--- src/crng_pkg.sv ---
// shared types and constants of the combined shuffled congruential generator
`default_nettype none

package crng_pkg;

  // generator word and product widths
  localparam int GEN_W  = 31;
  localparam int MUL_W  = 16;
  localparam int PROD_W = GEN_W + MUL_W;
  localparam int RED_W  = GEN_W + 1;

  // first generator: modulus 2^31 - 85
  localparam logic [RED_W-1:0] MOD1    = 32'd2147483563;
  localparam logic [MUL_W-1:0] MUL1    = 16'd40014;
  localparam logic [RED_W-1:0] FOLD1_C = 32'd85;

  // second generator: modulus 2^31 - 249
  localparam logic [RED_W-1:0] MOD2    = 32'd2147483399;
  localparam logic [MUL_W-1:0] MUL2    = 16'd40692;
  localparam logic [RED_W-1:0] FOLD2_C = 32'd249;

  // output fold value, one below the first modulus
  localparam logic [RED_W-1:0] FOLD_TOP = 32'd2147483562;

  // second generator value after reset
  localparam logic [GEN_W-1:0] SECOND_RESET = 31'd123456789;

  // configuration space
  localparam int CFG_AW = 2;
  localparam logic [CFG_AW-1:0] REG_SEED = 2'd0;

  // sequencer states
  typedef enum logic [3:0] {
    ST_IDLE,
    ST_INIT_LOAD,
    ST_IMUL,
    ST_IFOLD,
    ST_IRED,
    ST_MUL,
    ST_FOLD,
    ST_RED,
    ST_OUT
  } crng_state_t;

  // commands from controller to datapath
  typedef struct packed {
    logic init_load;
    logic mul_en;
    logic fold_en;
    logic upd_first;
    logic upd_second;
    logic init_wr;
    logic rd_en;
    logic out_ld;
  } crng_cmd_t;

  // status from datapath to controller
  typedef struct packed {
    logic cnt_last;
    logic out_free;
  } crng_sts_t;

endpackage

`default_nettype wire

--- src/combined_lcg_shuffle_rng.sv ---
// top level: combined shuffled congruential generator with register port
//
//   channel  direction  handshake           payload
//   in       request    in_valid/in_stall   in_reseed (1 bit)
//   out      result     out_valid/out_stall out_sample (31 bits)
//   cfg      register   psel/penable/pready paddr, pwdata, prdata (seed)
//
// a plain draw is accepted when idle and runs these steps: multiply, fold,
// reduce with table read, then combine into the output register; a new
// request is taken only once the sequencer is back in idle. initialisation
// (first draw, after a seed write, or reseed set) adds a load step and a
// warm-up loop of the first generator that repeats until its counter runs out.
// reset is synchronous, active low; a stalled result holds the last step.
`default_nettype none

module combined_lcg_shuffle_rng
  import crng_pkg::*;
#(
  parameter int TABLE_DEPTH = 32
) (
  input  wire logic              clk,
  input  wire logic              rst_n,
  input  wire logic              in_valid,
  output      logic              in_stall,
  input  wire logic              in_reseed,
  output      logic              out_valid,
  input  wire logic              out_stall,
  output      logic [GEN_W-1:0]  out_sample,
  input  wire logic              psel,
  input  wire logic              penable,
  input  wire logic              pwrite,
  input  wire logic [CFG_AW-1:0] paddr,
  input  wire logic [31:0]       pwdata,
  output      logic [31:0]       prdata,
  output      logic              pready
);

  crng_cmd_t        cmd;
  crng_sts_t        sts;
  logic [GEN_W-1:0] seed_r;
  logic             seed_wr;

  // register port write decode
  assign pready  = 1'b1;
  assign seed_wr = psel && penable && pwrite && pready && (paddr == REG_SEED);

  always_ff @(posedge clk) begin
    if (!rst_n) begin
      seed_r <= '0;
    end else if (seed_wr) begin
      seed_r <= pwdata[GEN_W-1:0];
    end
  end

  // read back
  always_comb begin
    unique case (paddr)
      REG_SEED: prdata = {1'b0, seed_r};
      default:  prdata = '0;
    endcase
  end

  crng_ctrl u_ctrl (
    .clk       (clk),
    .rst_n     (rst_n),
    .in_valid  (in_valid),
    .in_stall  (in_stall),
    .in_reseed (in_reseed),
    .seed_wr   (seed_wr),
    .sts       (sts),
    .cmd       (cmd)
  );

  crng_dp #(
    .TABLE_DEPTH (TABLE_DEPTH)
  ) u_dp (
    .clk        (clk),
    .rst_n      (rst_n),
    .cmd        (cmd),
    .sts        (sts),
    .seed       (seed_r),
    .out_valid  (out_valid),
    .out_stall  (out_stall),
    .out_sample (out_sample)
  );

endmodule

`default_nettype wire

--- src/crng_ram.sv ---
// generic single write port ram with registered read
`default_nettype none

module crng_ram #(
  parameter int WIDTH = 31,
  parameter int DEPTH = 32
) (
  input  wire logic                     clk,
  input  wire logic                     we,
  input  wire logic [$clog2(DEPTH)-1:0] waddr,
  input  wire logic [WIDTH-1:0]         wdata,
  input  wire logic                     re,
  input  wire logic [$clog2(DEPTH)-1:0] raddr,
  output      logic [WIDTH-1:0]         rd_data
);

  logic [WIDTH-1:0] mem_r [DEPTH];
  logic [WIDTH-1:0] rd_data_r;

  // write port
  always_ff @(posedge clk) begin
    if (we) begin
      mem_r[waddr] <= wdata;
    end
  end

  // registered read port
  always_ff @(posedge clk) begin
    if (re) begin
      rd_data_r <= mem_r[raddr];
    end
  end

  assign rd_data = rd_data_r;

endmodule

`default_nettype wire

--- src/crng_dp.sv ---
// datapath: both generators, slot selection, shuffle table and output register
`default_nettype none

module crng_dp
  import crng_pkg::*;
#(
  parameter int TABLE_DEPTH = 32
) (
  input  wire logic             clk,
  input  wire logic             rst_n,
  input  wire crng_cmd_t        cmd,
  output      crng_sts_t        sts,
  input  wire logic [GEN_W-1:0] seed,
  output      logic             out_valid,
  input  wire logic             out_stall,
  output      logic [GEN_W-1:0] out_sample
);

  // slot divisor and its reciprocal, worked out at elaboration
  localparam longint unsigned SLOT_DIV =
      64'd1 + longint'(FOLD_TOP) / longint'(TABLE_DEPTH);
  localparam longint unsigned RECIP    = (64'd1 << GEN_W) / SLOT_DIV;
  localparam int RECIP_W = $clog2(RECIP + 1);
  localparam int SLOT_W  = $clog2(TABLE_DEPTH);
  localparam int Q_W     = SLOT_W + 1;
  localparam int THR_W   = Q_W + GEN_W;
  localparam int CNT_W   = $clog2(TABLE_DEPTH + 8);
  localparam logic [CNT_W-1:0] CNT_INIT = CNT_W'(TABLE_DEPTH + 7);

  logic [GEN_W-1:0]  first_gen_r, second_gen_r, last_out_r;
  logic [PROD_W-1:0] prod1_r, prod2_r;
  logic [RED_W-1:0]  fold1_r, fold2_r;
  logic [SLOT_W-1:0] qest_r, slot_r;
  logic [CNT_W-1:0]  cnt_r;
  logic              out_valid_r;
  logic [GEN_W-1:0]  out_sample_r;

  logic [GEN_W-1:0]  seed_eff;
  logic [PROD_W-1:0] prod1_nxt, prod2_nxt;
  logic [RED_W-1:0]  fold1_nxt, fold2_nxt;
  logic [RED_W-1:0]  red1_full, red2_full;
  logic [GEN_W-1:0]  red1, red2;
  logic [GEN_W+RECIP_W-1:0] qprod;
  logic [SLOT_W-1:0] qest_nxt;
  logic [Q_W-1:0]    qp1, qsel, slot_full;
  logic [THR_W-1:0]  thr;
  logic [SLOT_W-1:0] slot_nxt;
  logic [GEN_W-1:0]  entry;
  logic [RED_W-1:0]  y_full;
  logic [GEN_W-1:0]  y;
  logic              init_in_table;
  logic              ram_we;
  logic [SLOT_W-1:0] ram_waddr;
  logic [GEN_W-1:0]  ram_wdata;
  logic              out_free;

  assign seed_eff = (seed == '0) ? GEN_W'(1) : seed;

  // multiply stage of both generators
  assign prod1_nxt = PROD_W'(first_gen_r) * PROD_W'(MUL1);
  assign prod2_nxt = PROD_W'(second_gen_r) * PROD_W'(MUL2);

  // slot estimate by reciprocal multiply, one low at most
  assign qprod    = (GEN_W+RECIP_W)'(last_out_r) * (GEN_W+RECIP_W)'(RECIP);
  assign qest_nxt = SLOT_W'(qprod >> GEN_W);

  // fold the high part back in: 2^31 is congruent to the modulus offset
  assign fold1_nxt = RED_W'(prod1_r[PROD_W-1:GEN_W]) * FOLD1_C
                   + RED_W'(prod1_r[GEN_W-1:0]);
  assign fold2_nxt = RED_W'(prod2_r[PROD_W-1:GEN_W]) * FOLD2_C
                   + RED_W'(prod2_r[GEN_W-1:0]);

  // slot correction and clamp
  assign qp1       = Q_W'(qest_r) + Q_W'(1);
  assign thr       = THR_W'(qp1) * THR_W'(SLOT_DIV);
  assign qsel      = (THR_W'(last_out_r) >= thr) ? qp1 : Q_W'(qest_r);
  assign slot_full = (qsel >= Q_W'(TABLE_DEPTH)) ? Q_W'(TABLE_DEPTH - 1) : qsel;
  assign slot_nxt  = slot_full[SLOT_W-1:0];

  // final conditional subtract, the folded value is below twice the modulus
  assign red1_full = (fold1_r >= MOD1) ? fold1_r - MOD1 : fold1_r;
  assign red2_full = (fold2_r >= MOD2) ? fold2_r - MOD2 : fold2_r;
  assign red1      = red1_full[GEN_W-1:0];
  assign red2      = red2_full[GEN_W-1:0];

  // combine table entry with second generator
  assign y_full = (entry > second_gen_r) ? RED_W'(entry) - RED_W'(second_gen_r)
                                         : FOLD_TOP - (RED_W'(second_gen_r) - RED_W'(entry));
  assign y      = y_full[GEN_W-1:0];

  // table write port: warm-up fill or refill after a draw
  assign init_in_table = (cnt_r < CNT_W'(TABLE_DEPTH));
  always_comb begin
    ram_we    = 1'b0;
    ram_waddr = slot_r;
    ram_wdata = first_gen_r;
    if (cmd.init_wr) begin
      ram_we    = init_in_table;
      ram_waddr = cnt_r[SLOT_W-1:0];
      ram_wdata = red1;
    end else if (cmd.out_ld) begin
      ram_we    = 1'b1;
    end
  end

  crng_ram #(
    .WIDTH (GEN_W),
    .DEPTH (TABLE_DEPTH)
  ) u_table (
    .clk     (clk),
    .we      (ram_we),
    .waddr   (ram_waddr),
    .wdata   (ram_wdata),
    .re      (cmd.rd_en),
    .raddr   (slot_r),
    .rd_data (entry)
  );

  // pipeline registers of the multiply-reduce loop
  always_ff @(posedge clk) begin
    if (cmd.mul_en) begin
      prod1_r <= prod1_nxt;
      prod2_r <= prod2_nxt;
      qest_r  <= qest_nxt;
    end
    if (cmd.fold_en) begin
      fold1_r <= fold1_nxt;
      fold2_r <= fold2_nxt;
      slot_r  <= slot_nxt;
    end
  end

  // generator state, warm-up counter and last output
  always_ff @(posedge clk) begin
    if (!rst_n) begin
      first_gen_r  <= '0;
      second_gen_r <= SECOND_RESET;
      last_out_r   <= '0;
      cnt_r        <= '0;
    end else begin
      if (cmd.init_load) begin
        first_gen_r  <= seed_eff;
        second_gen_r <= seed_eff;
        cnt_r        <= CNT_INIT;
      end else begin
        if (cmd.upd_first) begin
          first_gen_r <= red1;
        end
        if (cmd.upd_second) begin
          second_gen_r <= red2;
        end
      end
      if (cmd.init_wr) begin
        cnt_r <= cnt_r - CNT_W'(1);
        if (cnt_r == '0) begin
          last_out_r <= red1;
        end
      end
      if (cmd.out_ld) begin
        last_out_r <= y;
      end
    end
  end

  // output register
  assign out_free = !out_valid_r || !out_stall;

  always_ff @(posedge clk) begin
    if (!rst_n) begin
      out_valid_r <= 1'b0;
    end else if (cmd.out_ld) begin
      out_valid_r <= 1'b1;
    end else if (!out_stall) begin
      out_valid_r <= 1'b0;
    end
  end

  always_ff @(posedge clk) begin
    if (cmd.out_ld) begin
      out_sample_r <= y;
    end
  end

  assign sts.cnt_last = (cnt_r == '0);
  assign sts.out_free = out_free;
  assign out_valid    = out_valid_r;
  assign out_sample   = out_sample_r;

`ifndef SYNTHESIS
  // a loaded result is valid and never zero
  a_out_nonzero: assert property (@(posedge clk) disable iff (!rst_n)
    cmd.out_ld |=> (out_valid_r && (out_sample_r != '0)))
    else $error("loaded sample is zero or not valid");

  // the selected slot always lies inside the table
  a_slot_range: assert property (@(posedge clk) disable iff (!rst_n)
    cmd.fold_en |=> (Q_W'(slot_r) < Q_W'(TABLE_DEPTH)))
    else $error("slot outside the table");

  // warm-up counter starts at the full step count
  a_cnt_load: assert property (@(posedge clk) disable iff (!rst_n)
    cmd.init_load |=> (cnt_r == CNT_INIT))
    else $error("warm-up counter not loaded");
`endif

endmodule

`default_nettype wire

--- src/crng_ctrl.sv ---
// controller: sequences warm-up and draws, tracks pending reinitialisation
`default_nettype none

module crng_ctrl
  import crng_pkg::*;
(
  input  wire logic      clk,
  input  wire logic      rst_n,
  input  wire logic      in_valid,
  output      logic      in_stall,
  input  wire logic      in_reseed,
  input  wire logic      seed_wr,
  input  wire crng_sts_t sts,
  output      crng_cmd_t cmd
);

  crng_state_t state_r, state_nxt;
  logic        needs_init_r, needs_init_nxt;
  logic        accept;

  assign accept   = in_valid && (state_r == ST_IDLE);
  assign in_stall = (state_r != ST_IDLE);

  // next state
  always_comb begin
    state_nxt = state_r;
    unique case (state_r)
      ST_IDLE: begin
        if (accept) begin
          state_nxt = (in_reseed || needs_init_r) ? ST_INIT_LOAD : ST_MUL;
        end
      end
      ST_INIT_LOAD: state_nxt = ST_IMUL;
      ST_IMUL:      state_nxt = ST_IFOLD;
      ST_IFOLD:     state_nxt = ST_IRED;
      ST_IRED:      state_nxt = sts.cnt_last ? ST_MUL : ST_IMUL;
      ST_MUL:       state_nxt = ST_FOLD;
      ST_FOLD:      state_nxt = ST_RED;
      ST_RED:       state_nxt = ST_OUT;
      ST_OUT: begin
        if (sts.out_free) begin
          state_nxt = ST_IDLE;
        end
      end
      default:      state_nxt = ST_IDLE;
    endcase
  end

  // datapath commands
  always_comb begin
    cmd = '0;
    unique case (state_r)
      ST_IDLE:      cmd = '0;
      ST_INIT_LOAD: cmd.init_load = 1'b1;
      ST_IMUL:      cmd.mul_en = 1'b1;
      ST_IFOLD:     cmd.fold_en = 1'b1;
      ST_IRED: begin
        cmd.upd_first = 1'b1;
        cmd.init_wr   = 1'b1;
      end
      ST_MUL:       cmd.mul_en = 1'b1;
      ST_FOLD:      cmd.fold_en = 1'b1;
      ST_RED: begin
        cmd.upd_first  = 1'b1;
        cmd.upd_second = 1'b1;
        cmd.rd_en      = 1'b1;
      end
      ST_OUT:       cmd.out_ld = sts.out_free;
      default:      cmd = '0;
    endcase
  end

  // pending reinitialisation, a seed write wins over the clear
  always_comb begin
    needs_init_nxt = needs_init_r;
    if (state_r == ST_INIT_LOAD) begin
      needs_init_nxt = 1'b0;
    end
    if (seed_wr) begin
      needs_init_nxt = 1'b1;
    end
  end

  always_ff @(posedge clk) begin
    if (!rst_n) begin
      state_r      <= ST_IDLE;
      needs_init_r <= 1'b1;
    end else begin
      state_r      <= state_nxt;
      needs_init_r <= needs_init_nxt;
    end
  end

`ifndef SYNTHESIS
  // an accepted request always starts work
  a_accept_busy: assert property (@(posedge clk) disable iff (!rst_n)
    accept |=> (state_r != ST_IDLE))
    else $error("request accepted but sequencer idle");

  // a seed write always leaves a reinitialisation pending
  a_seed_pending: assert property (@(posedge clk) disable iff (!rst_n)
    seed_wr |=> needs_init_r)
    else $error("seed write lost");

  // warm-up keeps looping until the counter runs out
  a_warmup_loop: assert property (@(posedge clk) disable iff (!rst_n)
    ((state_r == ST_IRED) && !sts.cnt_last) |=> (state_r == ST_IMUL))
    else $error("warm-up left early");
`endif

endmodule

`default_nettype wire
--- config.mk ---
export PLATFORM = sky130hd
export DESIGN_NAME = combined_lcg_shuffle_rng
export DESIGN_NICKNAME = d
export VERILOG_FILES = /design/src/crng_pkg.sv /design/src/combined_lcg_shuffle_rng.sv /design/src/crng_ram.sv /design/src/crng_dp.sv /design/src/crng_ctrl.sv
export SDC_FILE = /design/constraint.sdc
export NUM_CORES = 2
export LEC_CHECK = 0
export ABC_AREA = 1
export BUFFER_PORTS_ARGS = -buffer_cell sky130_fd_sc_hd__buf_2
export CORE_MARGIN = 5
export CORE_UTILIZATION = 58
export DETAILED_ROUTE_END_ITERATION = 12
export PLACE_DENSITY = 0.77
export SYNTH_ARGS = -nofsm -noshare
export SYNTH_HDL_FRONTEND = slang
export SYNTH_SLANG_ARGS = --single-unit
--- constraint.sdc ---
create_clock -name clk -period 6.7 [get_ports clk]
set_input_delay 0.335 -clock clk [delete_from_list [all_inputs] [get_ports clk]]
set_output_delay 0.335 -clock clk [all_outputs]
set_load 0.05 [all_outputs]
==> results.json <==
{
  "postCtsSetupBuffers": 0,
  "rrSetupSlack_ps": 520,
  "via_per_inst": 6.12,
  "slew_headroom": 0.124,
  "clk_latency_ps": 800,
  "fin_setup_tns_ps": 0,
  "skew_ps": 69.2,
  "clkTransAtPathRegs_ps": 60,
  "cp-startpoint": "u_dp.qest_r[0]",
  "fin_crit_ps": 6180,
  "rows": 139,
  "die-area_um2": 152000,
  "slowest_stage": "fa_1",
  "grt_overflow": 0,
  "use_met1": 0.445,
  "root_buffer": "clkbuf_16",
  "slowest_delay_ps": 600,
  "syn_inst": 8202,
  "r2r-start": "u_dp.qest_r[0]",
  "cpMostUsedCell": "inv_1",
  "cts.path.max_buffers": 3,
  "port_buffers": 104,
  "die_w_um": 390,
  "end_kind": "flop",
  "synth_top_flop_cell": "edfxtp_1",
  "synth_warnings": 0,
  "worst_pin_slew_ps": 1310,
  "chipHeight_um": 390,
  "cts_tree": "built",
  "drt-total-wl_um": 261000,
  "grt_util_met2": 0.553,
  "outcome": "completed",
  "cts_buffers": 140,
  "required_ps": 7210,
  "grtUsageTotal": 0.339,
  "antenna_found_initial": 10,
  "h-tree-depth": 4,
  "max_freq_mhz": 162,
  "synthTopCellsByArea": "edfxtp_1 (44%), fa_1 (11%), ha_1 (8.9%)",
  "hold_class": "in2reg",
  "synth_edf_count": 1219,
  "yosysUniqueCellTypes": 61,
  "core_area_um2": 143000,
  "rsz0062_at_grt": "no",
  "place_hpwl_um": 187000,
  "synth_fp_nets": 9308,
  "wl_per_cell_um": 25.2,
  "synthArstFlopShare": 0,
  "cts_sinks": 1355,
  "max-cap-violations": 0,
  "yosysSeqAreaShare": 0.471,
  "syn_to_final_growth_pct": 9.60,
  "final_antenna_net_count": 0,
  "critPathLaunchType": "flop",
  "cp_data_arrival_time_ps": 6690,
  "drive_gt1_frac": 0.0653,
  "gp_congestion": 1.00,
  "busiest_layer": "met2",
  "critPathKind": "reg2reg",
  "grt_pass1_wl_um": 386000,
  "fin_nets": 9427,
  "start_util": 0.582,
  "final_cell_mix": "edfxtp_1 (1,219), inv_1 (1,168), nor2_1 (952)",
  "firstDrtPassIters": 9,
  "avgSynthCellArea_um2": 10.2,
  "yosys.area.top_type_share": 0.438,
  "synth-seq-cells": 1355,
  "min_from": "out_stall",
  "pin_count": 108,
  "initialDrtViolationCount": 7318,
  "fin_crit_sh": 0.923,
  "yosys.area.top_type": "edfxtp_1",
  "vias": 63200,
  "cp_max_fo": 6,
  "grt_pass1_vias": 62100,
  "grt_max_degree": 206,
  "synth_area_um2": 83600,
  "drc": 0,
  "setup_viol": 0,
  "finalHoldViolations": 0,
  "met3_usage": 0.0572,
  "slew_violations": 0,
  "final_common_cell": "edfxtp_1"
}
## layer usage
metal  vias to the layer above  wire, um  part of all wire
met5                         -        53           0.00020
met4                         8     15100             0.058
met3                       695     23300             0.089
met2                      3414    122000              0.47
met1                     30800    100000              0.38
li1                      28400         -                 -
## area by class of cell
class	instances	area, um2
fillers	11300	51900
flip-flops and latches	1355	39300
clock buffers	173	3700
multi-input cells	5369	39100
repair buffers	273	1960
well taps	1903	2380
diodes	2	5.00
clock inverters	70	708
inverters	1182	4450
## synthesized netlist by cell type (10+ instances only)
cell      number
buf_2         48
o221ai_1     185
a32oi_1       26
a21o_1        20
dfxtp_1      136
o22ai_1       65
nand4_1       57
a21boi_0      16
ha_1         595
nor2_1       986
a31oi_1      127
o21a_1        21
fa_1         469
nor4_1        28
inv_1       1171
nand3_1      310
inv_2         11
buf_1         10
nor3_1        46
o21ai_0      778
xnor2_1       64
o21bai_1      27
o21ai_1       21
edfxtp_1    1219
a21oi_1      324
and2_1        15
a22oi_1       20
clkbuf_1     224
nand2_1      914
xor2_1       155
o211ai_1      26
## final timing paths
path | endpoint | depth (start not counted)
worst max-delay path | u_dp.slot_r[1] | 25
worst min-delay path | u_dp.out_valid | 3
worst max register to register | u_dp.slot_r[1] | 25
worst min register to register | u_dp.cnt_r[3] | 1
## worst max-delay path: cells and delay by family (launching register included)
family | cells | cell delay (ps)
flops | 1 | 380
xor+xnor | 1 | 200
fa+ha+maj | 7 | 3020
simple gates | 11 | 1670
buf+inv | 5 | 440
compound gates | 1 | 200
## stage by stage
| step | setup slack (ps) | instances | utilization | instance area, um2 | hold slack [ps] |
|---|---|---|---|---|---|
| final | 518 | 10300 | 0.638 | 91600 | 134 |
| after global routing | 101 | 10300 | 0.638 | 91600 | 120 |
| after CTS | 375 | 10300 | 0.638 | 91600 | 106 |
| after detailed placement | 404 | 10100 | 0.605 | 86900 | 465 |
| after global placement | 447 | 10100 | 0.605 | 86900 | 450 |
| after floorplan | 382 | 8202 | - | 83600 | 436 |
## state kept, by name, indices dropped and copies added (netlist names)
name / flops
u_dp.u_table.mem_r: 992
u_dp.prod1_r: 46
u_dp.prod2_r: 45
u_dp.fold1_r: 32
u_dp.fold2_r: 32
seed_r: 31
u_dp.first_gen_r: 31
u_dp.last_out_r: 31
u_dp.out_sample: 31
u_dp.second_gen_r: 31
u_dp.u_table.rd_data: 31
u_dp.cnt_r: 6
u_dp.qest_r: 5
u_dp.slot_r: 5
u_ctrl.state_r: 4
u_ctrl.needs_init_r: 1
u_dp.out_valid: 1
## kinds of logic after synthesis
| kind of cell | Yosys count | share of synthesized area |
|---|---|---|
| flops | 1355 | 0.471 |
| simple gates | 2399 | 0.118 |
| xor+xnor | 220 | 0.0231 |
| other cells | 2 | 0.0000899 |
| buf+inv | 1478 | 0.0680 |
| compound gates | 1684 | 0.118 |
| fa+ha+maj | 1064 | 0.201 |
## repair_timing
action                     CTS  global route
hold buffers                32             0
resized for setup            0             1
setup endpoints to repair    0             3
hold endpoints to repair    32             0
Power is not shown: default switching activity piles up to over one toggle a cycle in this logic, so the estimate is an artifact.
